<file path="src/rtl/tsd_pkg.sv">
// Shared types, constants and helpers for the tar stream deframer.
// No dependencies; every other file of the block but tsd_in_if imports this package.
`default_nettype none
package tsd_pkg;

  localparam int unsigned BLOCK_BYTES = 512;
  localparam int unsigned POS_W       = $clog2(BLOCK_BYTES);
  localparam int unsigned SIZE_W      = 36;
  localparam int unsigned MODE_W      = 24;

  localparam logic [POS_W-1:0] BLOCK_LAST = POS_W'(BLOCK_BYTES - 1);
  localparam logic [POS_W-1:0] MODE_FIRST = POS_W'(100);
  localparam logic [POS_W-1:0] MODE_LAST  = POS_W'(107);
  localparam logic [POS_W-1:0] SIZE_FIRST = POS_W'(124);
  localparam logic [POS_W-1:0] SIZE_LAST  = POS_W'(135);
  localparam logic [POS_W-1:0] TYPE_POS   = POS_W'(156);
  localparam logic [POS_W-1:0] PREFIX_POS = POS_W'(345);

  localparam logic [7:0] CH_ZERO  = 8'h30;  // '0'
  localparam logic [7:0] CH_SEVEN = 8'h37;  // '7'
  localparam logic [7:0] CH_SYM   = 8'h32;  // '2'
  localparam logic [7:0] CH_DIR   = 8'h35;  // '5'

  localparam logic [2:0] CLASS_HEADER = 3'd0;
  localparam logic [2:0] CLASS_FILE   = 3'd1;
  localparam logic [2:0] CLASS_SKIP   = 3'd2;
  localparam logic [2:0] CLASS_PAD    = 3'd3;
  localparam logic [2:0] CLASS_DONE   = 3'd4;

  localparam logic [1:0] KIND_REG   = 2'd0;
  localparam logic [1:0] KIND_DIR   = 2'd1;
  localparam logic [1:0] KIND_SYM   = 2'd2;
  localparam logic [1:0] KIND_OTHER = 2'd3;

  typedef struct packed {
    logic [7:0]        out_byte;
    logic [2:0]        byte_class;
    logic              header_end;
    logic              end_of_archive;
    logic [1:0]        entry_kind;
    logic [SIZE_W-1:0] entry_size;
    logic [MODE_W-1:0] entry_mode;
    logic              has_prefix;
  } tsd_result_t;

  function automatic logic [1:0] kind_of(input logic [7:0] t);
    logic [1:0] k;
    if (t == CH_ZERO || t == 8'h00) k = KIND_REG;
    else if (t == CH_DIR)           k = KIND_DIR;
    else if (t == CH_SYM)           k = KIND_SYM;
    else                            k = KIND_OTHER;
    return k;
  endfunction

  function automatic logic is_octal(input logic [7:0] b);
    return (b >= CH_ZERO) && (b <= CH_SEVEN);
  endfunction

endpackage
`default_nettype wire

</file>
<file path="src/rtl/tsd_parse.sv">
// Block tracking and header field parsing for the tar stream deframer.
// Depends on tsd_pkg; computes the result for the offered byte combinationally.
`default_nettype none
module tsd_parse import tsd_pkg::*; (
  input  wire logic        clk,
  input  wire logic        rst_n,
  input  wire logic        fire,
  input  wire logic [7:0]  data_byte,
  output tsd_result_t      res
);

  typedef enum logic [1:0] {PH_HEADER, PH_PAYLOAD, PH_PAD, PH_DONE} phase_t;

  phase_t            phase_r, phase_nxt;
  logic [POS_W-1:0]  pos_r, pos_nxt;
  logic [SIZE_W-1:0] remain_r, remain_nxt;
  logic [SIZE_W-1:0] size_acc_r, size_acc_nxt;
  logic [MODE_W-1:0] mode_acc_r, mode_acc_nxt;
  logic              size_stop_r, size_stop_nxt;
  logic              mode_stop_r, mode_stop_nxt;
  logic [7:0]        type_r, type_nxt;
  logic              nonzero_r, nonzero_nxt;
  logic              prefix_r, prefix_nxt;

  logic [POS_W-1:0]  pos_inc;
  logic [SIZE_W-1:0] remain_dec;
  logic              byte_nz;

  assign pos_inc = pos_r + POS_W'(1);
  assign byte_nz = (data_byte != 8'h00);
  assign remain_dec = (remain_r != '0) ? remain_r - SIZE_W'(1) : remain_r;

  always_comb begin
    phase_nxt     = phase_r;
    pos_nxt       = pos_r;
    remain_nxt    = remain_r;
    size_acc_nxt  = size_acc_r;
    mode_acc_nxt  = mode_acc_r;
    size_stop_nxt = size_stop_r;
    mode_stop_nxt = mode_stop_r;
    type_nxt      = type_r;
    nonzero_nxt   = nonzero_r;
    prefix_nxt    = prefix_r;
    res            = '0;
    res.out_byte   = data_byte;
    res.byte_class = CLASS_DONE;

    case (phase_r)
      PH_HEADER: begin
        res.byte_class = CLASS_HEADER;
        pos_nxt        = pos_inc;
        if (byte_nz) nonzero_nxt = 1'b1;
        if (pos_r >= MODE_FIRST && pos_r <= MODE_LAST && !mode_stop_r) begin
          if (!byte_nz) mode_stop_nxt = 1'b1;
          else if (is_octal(data_byte))
            mode_acc_nxt = {mode_acc_r[MODE_W-4:0], 3'b000} + MODE_W'(data_byte[2:0]);
        end
        if (pos_r >= SIZE_FIRST && pos_r <= SIZE_LAST && !size_stop_r) begin
          if (!byte_nz) size_stop_nxt = 1'b1;
          else if (is_octal(data_byte))
            size_acc_nxt = {size_acc_r[SIZE_W-4:0], 3'b000} + SIZE_W'(data_byte[2:0]);
        end
        if (pos_r == TYPE_POS) type_nxt = data_byte;
        if (pos_r == PREFIX_POS) prefix_nxt = byte_nz;
        if (pos_r == BLOCK_LAST) begin
          res.header_end = 1'b1;
          res.entry_kind = kind_of(type_r);
          res.entry_size = size_acc_r;
          res.entry_mode = mode_acc_r;
          res.has_prefix = prefix_r;
          if (!(nonzero_r || byte_nz)) begin
            res.end_of_archive = 1'b1;
            phase_nxt          = PH_DONE;
          end else begin
            remain_nxt = size_acc_r;
            phase_nxt  = (size_acc_r != '0) ? PH_PAYLOAD : PH_HEADER;
          end
          size_acc_nxt  = '0;
          mode_acc_nxt  = '0;
          size_stop_nxt = 1'b0;
          mode_stop_nxt = 1'b0;
          nonzero_nxt   = 1'b0;
          prefix_nxt    = 1'b0;
        end
      end
      PH_PAYLOAD: begin
        res.byte_class = (kind_of(type_r) == KIND_REG) ? CLASS_FILE : CLASS_SKIP;
        remain_nxt     = remain_dec;
        pos_nxt        = pos_inc;
        if (remain_dec == '0) phase_nxt = (pos_inc == '0) ? PH_HEADER : PH_PAD;
      end
      PH_PAD: begin
        res.byte_class = CLASS_PAD;
        pos_nxt        = pos_inc;
        if (pos_inc == '0) phase_nxt = PH_HEADER;
      end
      default: begin
        res.byte_class = CLASS_DONE;
      end
    endcase
  end

  // advance only on an accepted transaction
  always_ff @(posedge clk) begin
    if (!rst_n) begin
      phase_r     <= PH_HEADER;
      pos_r       <= '0;
      remain_r    <= '0;
      size_acc_r  <= '0;
      mode_acc_r  <= '0;
      size_stop_r <= 1'b0;
      mode_stop_r <= 1'b0;
      type_r      <= '0;
      nonzero_r   <= 1'b0;
      prefix_r    <= 1'b0;
    end else if (fire) begin
      phase_r     <= phase_nxt;
      pos_r       <= pos_nxt;
      remain_r    <= remain_nxt;
      size_acc_r  <= size_acc_nxt;
      mode_acc_r  <= mode_acc_nxt;
      size_stop_r <= size_stop_nxt;
      mode_stop_r <= mode_stop_nxt;
      type_r      <= type_nxt;
      nonzero_r   <= nonzero_nxt;
      prefix_r    <= prefix_nxt;
    end
  end

endmodule
`default_nettype wire

</file>
<file path="config.mk">
export PLATFORM = sky130hd
export DESIGN_NAME = tsd_parse
export DESIGN_NICKNAME = d
export VERILOG_FILES = /design/src/rtl/tsd_pkg.sv /design/src/rtl/tsd_parse.sv
export SDC_FILE = /design/constraint.sdc
export NUM_CORES = 1
export LEC_CHECK = 0
export BUFFER_PORTS_ARGS = -buffer_cell sky130_fd_sc_hd__buf_2
export CAP_MARGIN = 10
export CORE_ASPECT_RATIO = 0.7
export CORE_MARGIN = 2
export CORE_UTILIZATION = 40
export DETAILED_ROUTE_END_ITERATION = 7
export SLEW_MARGIN = 25
export SYNTH_ARGS = -nofsm -noshare
export SYNTH_HDL_FRONTEND = slang
export SYNTH_SLANG_ARGS = --single-unit
export TNS_END_PERCENT = 50
</file>
<file path="constraint.sdc">
create_clock -name clk -period 3.75 [get_ports clk]
set_input_delay 0.75 -clock clk [delete_from_list [all_inputs] [get_ports clk]]
set_output_delay 0.75 -clock clk [all_outputs]
set_load 0.1 [all_outputs]
</file>
Yosys cells after proc, flatten, opt, wreduce, memory -nomap -nowiden. Index checks and enable logic that the tools add are counted.

$add $sub $neg: 4. Order comparisons: 6. Equal/unequal tests: 13. Multiplexer cells: 37. Reductions and logical operators: 35.

Operator list (count): 36-bit 2-to-1 mux (7); 65-bit 2-to-1 mux (2); 24-bit 2-to-1 mux (4); 36-bit case mux with 2 select lines (1); 36-bit nonzero test (2); 36-bit by 3-bit adder with 36-bit output (1); 36-bit logical NOT (1); 36-bit by 1-bit subtractor with 36-bit output, second input constant (1); 24-bit by 3-bit adder with 24-bit output (1); 8-bit by 6-bit == test with 1-bit output, second input constant (3); 9-bit == test, second input constant (2); 9-bit by 7-bit >= comparator with 1-bit output, second input constant (2); 2-bit 2-to-1 mux (9); 5-bit AND reduction (3); 1-bit 2-to-1 mux (12); 4-bit AND reduction (3); 2-bit nonzero test (6); 9-bit by 1-bit adder with 9-bit output, second input constant (1); 9-bit by 8-bit == test with 1-bit output, second input constant (1); 9-bit by 7-bit less-or-equal comparator with 1-bit output, second input constant (1); 9-bit by 8-bit less-or-equal comparator with 1-bit output, second input constant (1); 9-bit logical NOT (1); 3-bit case mux with 3 select lines (1); 3-bit AND reduction (3); 16 further kinds (26).

Bits in registers: 119. Logic and storage cells: 105.

Logic depth before layout (Yosys ltp). Gate-level depths: netlist of run 1.

Word-level depth: 8. Gate-level depth with buffers: 13.

Least setup slack after synthesis of run 1. No wires, ideal clock.

Path type: register to output. From: register pos_r[2]. To: output port res[62] (netlist name). Data arrival time: 3.815 ns. Required time: 3.000 ns. Path slack: -0.815 ns. Stages on the path, launching flop included: 10. Path buffers: 1. Cells stage by stage: dfxtp_1 > clkbuf_1 > and4_1 > and2_1 > and3_1 > ha_1 > nand2_1 > inv_1 > nand2_1 > a41oi_1.

RTL lines: from (decl) (RTL line tsd_parse.sv:15) `logic [POS_W-1:0] pos_r, pos_nxt;`; from (signal assigned) (RTL line tsd_parse.sv:118) `pos_r <= pos_nxt;`; to (decl) (RTL line tsd_parse.sv:9) `output tsd_result_t res`.

==> impl_metrics.toml, run 1 <==
[sta]
final_total_negative_setup_slack_ps = 0
finalClockSkew_ps = 13.0
finalHoldViolCount = 0
drv_slew = 0
hold_slack_ps = 463
period_share = 0.951
rsz0062_at_grt = "no"
final_period_minus_worst_setup_slack_ps = 3570
setup_viol = 0
timing.fmax_ghz = 0.280
tightest_slew_ps = 928
layout_setup_ws_ps = 183
max_slew_margin = 0.381

[power_and_ir_drop]
clock_power_share = 0.552
seq_power_share = 0.417
p_comb_frac = 0.032
cell_internal_pwr_mw = 2.29
total_leakage_power_nw = 3.50
power_spent_charging_and_discharging_nets_uw = 760
power.density_mw_per_mm2 = 348
swShare = 0.249
peakVddDrop_mv = 0.329

[routing]
post_drt_wl_per_cell_um = 18.1
wirelength_met1_mm = 11.3
drt_first_pass_iters = 5
postRouteWirelength_mm = 22.4
top_signal_layer_used = "met4"
wl_met3_mm = 1.65
drt_iter0_drc = 812
num_vias = 7095
detail_route.vias_per_cell = 5.74
route.detailed.drc = 0
wl_met2_mm = 9.16
final_antenna_net_count = 0

[critical_path]
cp.arrival_ps = 2820
end_kind = "primary output"
data_required_critical_path_ps = 3000
crit_chain = "and4_1, and2_1, and3_1, ha_2, nand2_1, inv_1, nand2_1, a41oi_2, buf_12"
reg2reg_to = "phase_r[1]"
cpMaxStageDelayCell = "sky130_fd_sc_hd__dfxtp_1"
cp_slowest_stage_delay_ps = 490
timing.critical_path.from_type = "flip-flop"
crit_fanout = 10
worstSetupPathType = "flip-flop to primary output"
r2r.worst_path.cells = 11
ff2ff_setup_slack_ps = 360
r2r_start = "pos_r[3]"
timing.critical_path.mode_cell = "sky130_fd_sc_hd__nand2_1"

[final_layout]
multi_input_comb_area_sq_mm = 0.00437
layout.nets = 1014
final_cell_mix = "sky130_fd_sc_hd__nand2_1, sky130_fd_sc_hd__dfxtp_1, sky130_fd_sc_hd__nor2_1"
finalInstanceArea_sq_mm = 0.00877
fin_util = 0.505
num-fill-cells = 1635
final_layout_size_suffix_gt1_frac = 0.165
layout_commonest_cell = "sky130_fd_sc_hd__nand2_1"
flow.area_growth_from_synthesis_pct = 22.2
insertedDiodeCount = 0
final-seq-area_sq_mm = 0.00238

[cts]
cts_post_setup_buffers_inserted = 0
ctsLongestPathBuffers = 2
clock_sink_count = 119
post_cts_hold_buffers = 0
numCtsBuffers = 17
clock_latency_of_the_later_clocked_register_in_the_worst_skew_pair_ps = 420
post_cts_resize_count = 0
clock_tree_from_tritoncts = "yes"
clkTransAtPathRegs_ps = 70
h-tree-depth = 4
cts_root_buf = "sky130_fd_sc_hd__clkbuf_16"

[yosys]
synth_top_area_frac = 0.332
synth_cell_types = 67
share_of_the_yosys_chip_area_belonging_to_registers = 0.332
biggest_area_consumer_among_synthesized_cells = "sky130_fd_sc_hd__dfxtp_1"
proportion_of_register_bits_with_asynchronous_set_or_reset_after_synthesis = 0
synth_area_leaders = "sky130_fd_sc_hd__dfxtp_1, sky130_fd_sc_hd__nand2_1, sky130_fd_sc_hd__a21boi_0, sky130_fd_sc_hd__nand3b_1, sky130_fd_sc_hd__and3_1"
synth.ff_latch_count = 119
number_of_synthesized_flops_with_an_enable_pin = 0
postSynthNetCount = 971
syn-instance-count = 950
synth.cell_area_sq_mm = 0.00718
yosysWarnings = 0
postSynth.topFlopCell = "sky130_fd_sc_hd__dfxtp_1"
postSynthAreaPerCell_sq_um = 7.55

[place]
place.gp.congestion = 0.963
detailedPlacementHpwl_mm = 15.3
placedInstanceArea_sq_mm = 0.00817
numPortBuffers = 86
post-place-ws_ps = 439

[floorplanning]
initial_core_util = 0.413
die_w_um = 164
io_pins = 87
die_h_um = 116
die_area_sq_mm = 0.0190
rows = 40
core_sq_mm = 0.0174

[run]
maxCapViolations = 0

[hold_path]
holdCritPathClass = "flip-flop to flip-flop"
worst_hold_startpoint = "mode_acc_r[21]"
timing.hold.worst_endpoint = "mode_acc_r[21]"
hold_path_depth = 2

[grt]
first_global_vias = 6325
grt_overflow = 0
grt_first_pass_wirelength_mm = 35.9
grt_antenna_before_repair = 0
grt_use_total = 0.240
grt_max_degree = 119

[status]
status = "finished clean"
==> sequential cells by signal (all words and copies together), names as in the netlist, 2 cells and up <==
name and cells:
remain_r 36, pos_r 9, type_r 8, mode_acc_r 24, size_acc_r 36, phase_r 2
==> cell type report <==
cell class | instances | area share
multi-input cells | 723 | 0.498
flip-flops and latches | 119 | 0.272
repair buffers | 113 | 0.122
clock buffers | 18 | 0.0489
well taps | 231 | 0.0330
clock inverters | 14 | 0.0187
inverters | 19 | 0.00813
==> cell families after synthesis <==
family | share of synthesized area
simple gates | 0.358
compound gates | 0.191
flops | 0.332
buf+inv | 0.0638
xor+xnor | 0.0220
mux | 0.0167
fa+ha+maj | 0.0174
==> per-layer routing <==
| metal | GRT usage | up-vias |
|---|---|---|
| met4 | 0.0585 | 0 |
| met1 | 0.374 | 3310 |
| met2 | 0.334 | 266 |
| met3 | 0.0429 | 22 |
| li1 | - | 3497 |
| met5 | 0 | - |
==> synthesized netlist by cell type, types with 11 or more instances <==
master                       n
sky130_fd_sc_hd__or3_1      13
sky130_fd_sc_hd__a21boi_0   53
sky130_fd_sc_hd__nand3b_1   52
sky130_fd_sc_hd__a21oi_1    55
sky130_fd_sc_hd__and3_1     62
sky130_fd_sc_hd__xnor2_1    13
sky130_fd_sc_hd__nor2_1     77
sky130_fd_sc_hd__nor3_1     29
sky130_fd_sc_hd__nand3_1    20
sky130_fd_sc_hd__clkbuf_1   68
sky130_fd_sc_hd__nor4_1     28
sky130_fd_sc_hd__o21ai_0    30
sky130_fd_sc_hd__dfxtp_1   119
sky130_fd_sc_hd__inv_1      18
sky130_fd_sc_hd__nand2_1   125
sky130_fd_sc_hd__mux2i_1    12
sky130_fd_sc_hd__o22ai_1    11
==> how the worst max path moves through the flow <==
stage                           start         end  slack [ps]  depth (start not counted)
after floorplan              pos_r[2]     res[61]        -280                          9
after global placement    remain_r[2]  phase_r[1]         470                         10
after detailed placement  remain_r[2]  phase_r[1]         440                         10
after CTS                    pos_r[2]     res[62]         180                          9
after global routing         pos_r[3]     res[62]           5                          9
final                        pos_r[3]     res[62]         180                          9
==> stage by stage <==
step           power [mW]  instances
2_1_floorplan        1.37        950
3_3_place_gp         1.40       1205
3_5_place_dp         1.40       1205
4_1_cts              3.06       1237
5_1_grt              3.13       1237
6_report             3.05       1237
==> power by group through the flow <==
stage	clock, mW	sequential (mW)	combinational (mW)
2_1_floorplan	0	1.30	0.0766
3_3_place_gp	0	1.30	0.0971
3_5_place_dp	0	1.30	0.0970
4_1_cts	1.70	1.27	0.0971
5_1_grt	1.75	1.27	0.103
6_report	1.68	1.27	0.0967
==> worst max-delay path: cells and delay by family, from the launching register on <==
family                   cells  cell delay [ps]
adder cells (fa/ha/maj)      1              210
flip-flops                   1              490
AND/OR/NAND/NOR              5             1040
AO/OA/AOI/OAI                1              230
buffers and inverters        2              430
No activity file was read; power rests on OpenSTA's default activity.
==> run 2, diff against run 1 <==
Settings changed: CORE_MARGIN 2 to 1.
Clock period 3.75 ns to 4 ns, I/O delays scaled along.
==> run 2 against run 1 <==
Clock power barely moved; global-route usage up 0.29 points; largest power group unchanged; setup slack gained 190 ps; sequential share of layout area increased by 1.4 points; register-to-register slack improved by 130 ps; total power down 3.9%; critical endpoint is now res[24]; worst hold slack about the same; via count rose by 1.2%; sequential power decreased by 6%; sequential cell count unchanged.
==> impl_metrics.toml, run 2 (synthesized netlist as in run 1, its figures left out) <==
[routing]
top_signal_layer_used = "met4"
num_vias = 7179
wl_met3_mm = 1.61
route.detailed.drc = 0
detail_route.vias_per_cell = 5.84
final_antenna_net_count = 0
wl_met2_mm = 8.94
drt_iter0_drc = 714
postRouteWirelength_mm = 22.3
post_drt_wl_per_cell_um = 18.1
drt_first_pass_iters = 5
wirelength_met1_mm = 11.4

[final_layout]
num-fill-cells = 1705
layout_commonest_cell = "sky130_fd_sc_hd__nand2_1"
final_layout_size_suffix_gt1_frac = 0.157
registers_with_the_most_flip_flops = "remain_r (36), size_acc_r (36), mode_acc_r (24)"
final_cell_mix = "sky130_fd_sc_hd__nand2_1, sky130_fd_sc_hd__dfxtp_1, sky130_fd_sc_hd__buf_2"
flow.area_growth_from_synthesis_pct = 16.3
layout.nets = 1005

[grt]
grt_use_total = 0.242
grt_antenna_before_repair = 1
grt_max_degree = 119
first_global_vias = 6267
grt_first_pass_wirelength_mm = 35.3
grt_overflow = 0

[sta]
setup_viol = 0
rsz0062_at_grt = "no"
final_total_negative_setup_slack_ps = 0
period_share = 0.908
finalClockSkew_ps = 12.8
final_period_minus_worst_setup_slack_ps = 3630
drv_slew = 0
hold_slack_ps = 463
max_slew_margin = 0.393
tightest_slew_ps = 909
finalHoldViolCount = 0
timing.fmax_ghz = 0.275

[floorplanning]
rows = 40
die_w_um = 162
io_pins = 87
die_area_sq_mm = 0.0185
initial_core_util = 0.413
core_sq_mm = 0.0174
die_h_um = 114

[cts]
cts_root_buf = "sky130_fd_sc_hd__clkbuf_16"
numCtsBuffers = 17
ctsLongestPathBuffers = 2
cts_post_setup_buffers_inserted = 0
post_cts_hold_buffers = 0
clock_sink_count = 119
clock_latency_of_the_later_clocked_register_in_the_worst_skew_pair_ps = 420
clkTransAtPathRegs_ps = 60
post_cts_resize_count = 0
h-tree-depth = 4
clock_tree_from_tritoncts = "yes"

[critical_path]
crit_fanout = 118
timing.critical_path.mode_cell = "sky130_fd_sc_hd__and3_1"
reg2reg_to = "phase_r[1]"
cpMaxStageDelayCell = "sky130_fd_sc_hd__dfxtp_1"
timing.critical_path.from_type = "flip-flop"
cp.arrival_ps = 2830
critical_path_depth = 7
end_kind = "primary output"
critical-path-top-delay-family = "simple AND/OR/NAND/NOR gates"
worstSetupPathType = "flip-flop to primary output"
cp_slowest_stage_delay_ps = 510
r2r_start = "remain_r[2]"
data_required_critical_path_ps = 3200
path_buf_inv = 2
r2r.worst_path.cells = 10
ff2ff_setup_slack_ps = 490
crit_chain = "and4_1, and2_1, and3_1, ha_2, buf_12, and3_1, buf_2"

[power_and_ir_drop]
peakVddDrop_mv = 0.222
total_leakage_power_nw = 3.41
power.density_mw_per_mm2 = 351

[place]
detailedPlacementHpwl_mm = 14.8
place.gp.congestion = 0.916
numPortBuffers = 86

[hold_path]
hold_path_depth = 2
holdCritPathClass = "flip-flop to flip-flop"
worst_hold_startpoint = "mode_acc_r[22]"
timing.hold.worst_endpoint = "mode_acc_r[22]"

[run]
maxCapViolations = 0

[status]
status = "finished clean"
## run 2: power by group
group | leakage (nW) | internal (mW) | switching [mW]
logic | 2.15 | 0.0217 | 0.0683
clock network | 0.304 | 1.02 | 0.634
registers | 0.959 | 1.19 | 0.00325
## run 2: worst max path at each step
stage	slack, ps	to	startpoint
after floorplan	-80	res[61]	pos_r[2]
after global placement	680	phase_r[1]	remain_r[2]
after detailed placement	630	phase_r[1]	remain_r[2]
after CTS	390	res[24]	pos_r[2]
after global routing	220	res[24]	pos_r[2]
final	370	res[24]	pos_r[2]
## run 2: area by class of cell
type / instances / area, sq um / area share
Inverter: 19 / 71.3 / 0.00855
Sequential cell: 119 / 2380 / 0.285
Timing Repair Buffer: 104 / 608 / 0.0729
Antenna cell: 1 / 2.50 / 0.000300
Clock inverter: 14 / 188 / 0.0225
Multi-Input combinational cell: 723 / 4370 / 0.523
Tap cell: 231 / 289 / 0.0346
Clock buffer: 18 / 439 / 0.0526
## run 2: routing by layer
metal  up-vias  global-route usage
li1       3490                   -
met3        29              0.0522
met2       303               0.329
met4         0              0.0604
met1      3357               0.378
met5         -                   0
## run 2: tightest hold or removal path: stages, from the launching register on
cell                       delay [ps]
sky130_fd_sc_hd__dfxtp_1          310
sky130_fd_sc_hd__nand2_1           50
sky130_fd_sc_hd__a21boi_0          60
## run 2: stage by stage
stage                      util  cell area (sq um)  setup slack (ps)  cells  total power [mW]
after floorplan               -               7200             -78.6    950              1.29
after global placement    0.444               7720               683   1196              1.31
after detailed placement  0.444               7720               629   1196              1.31
after CTS                 0.480               8340               387   1228              2.95
after global routing      0.480               8340               215   1228              3.02
final                     0.481               8350               369   1229              2.93
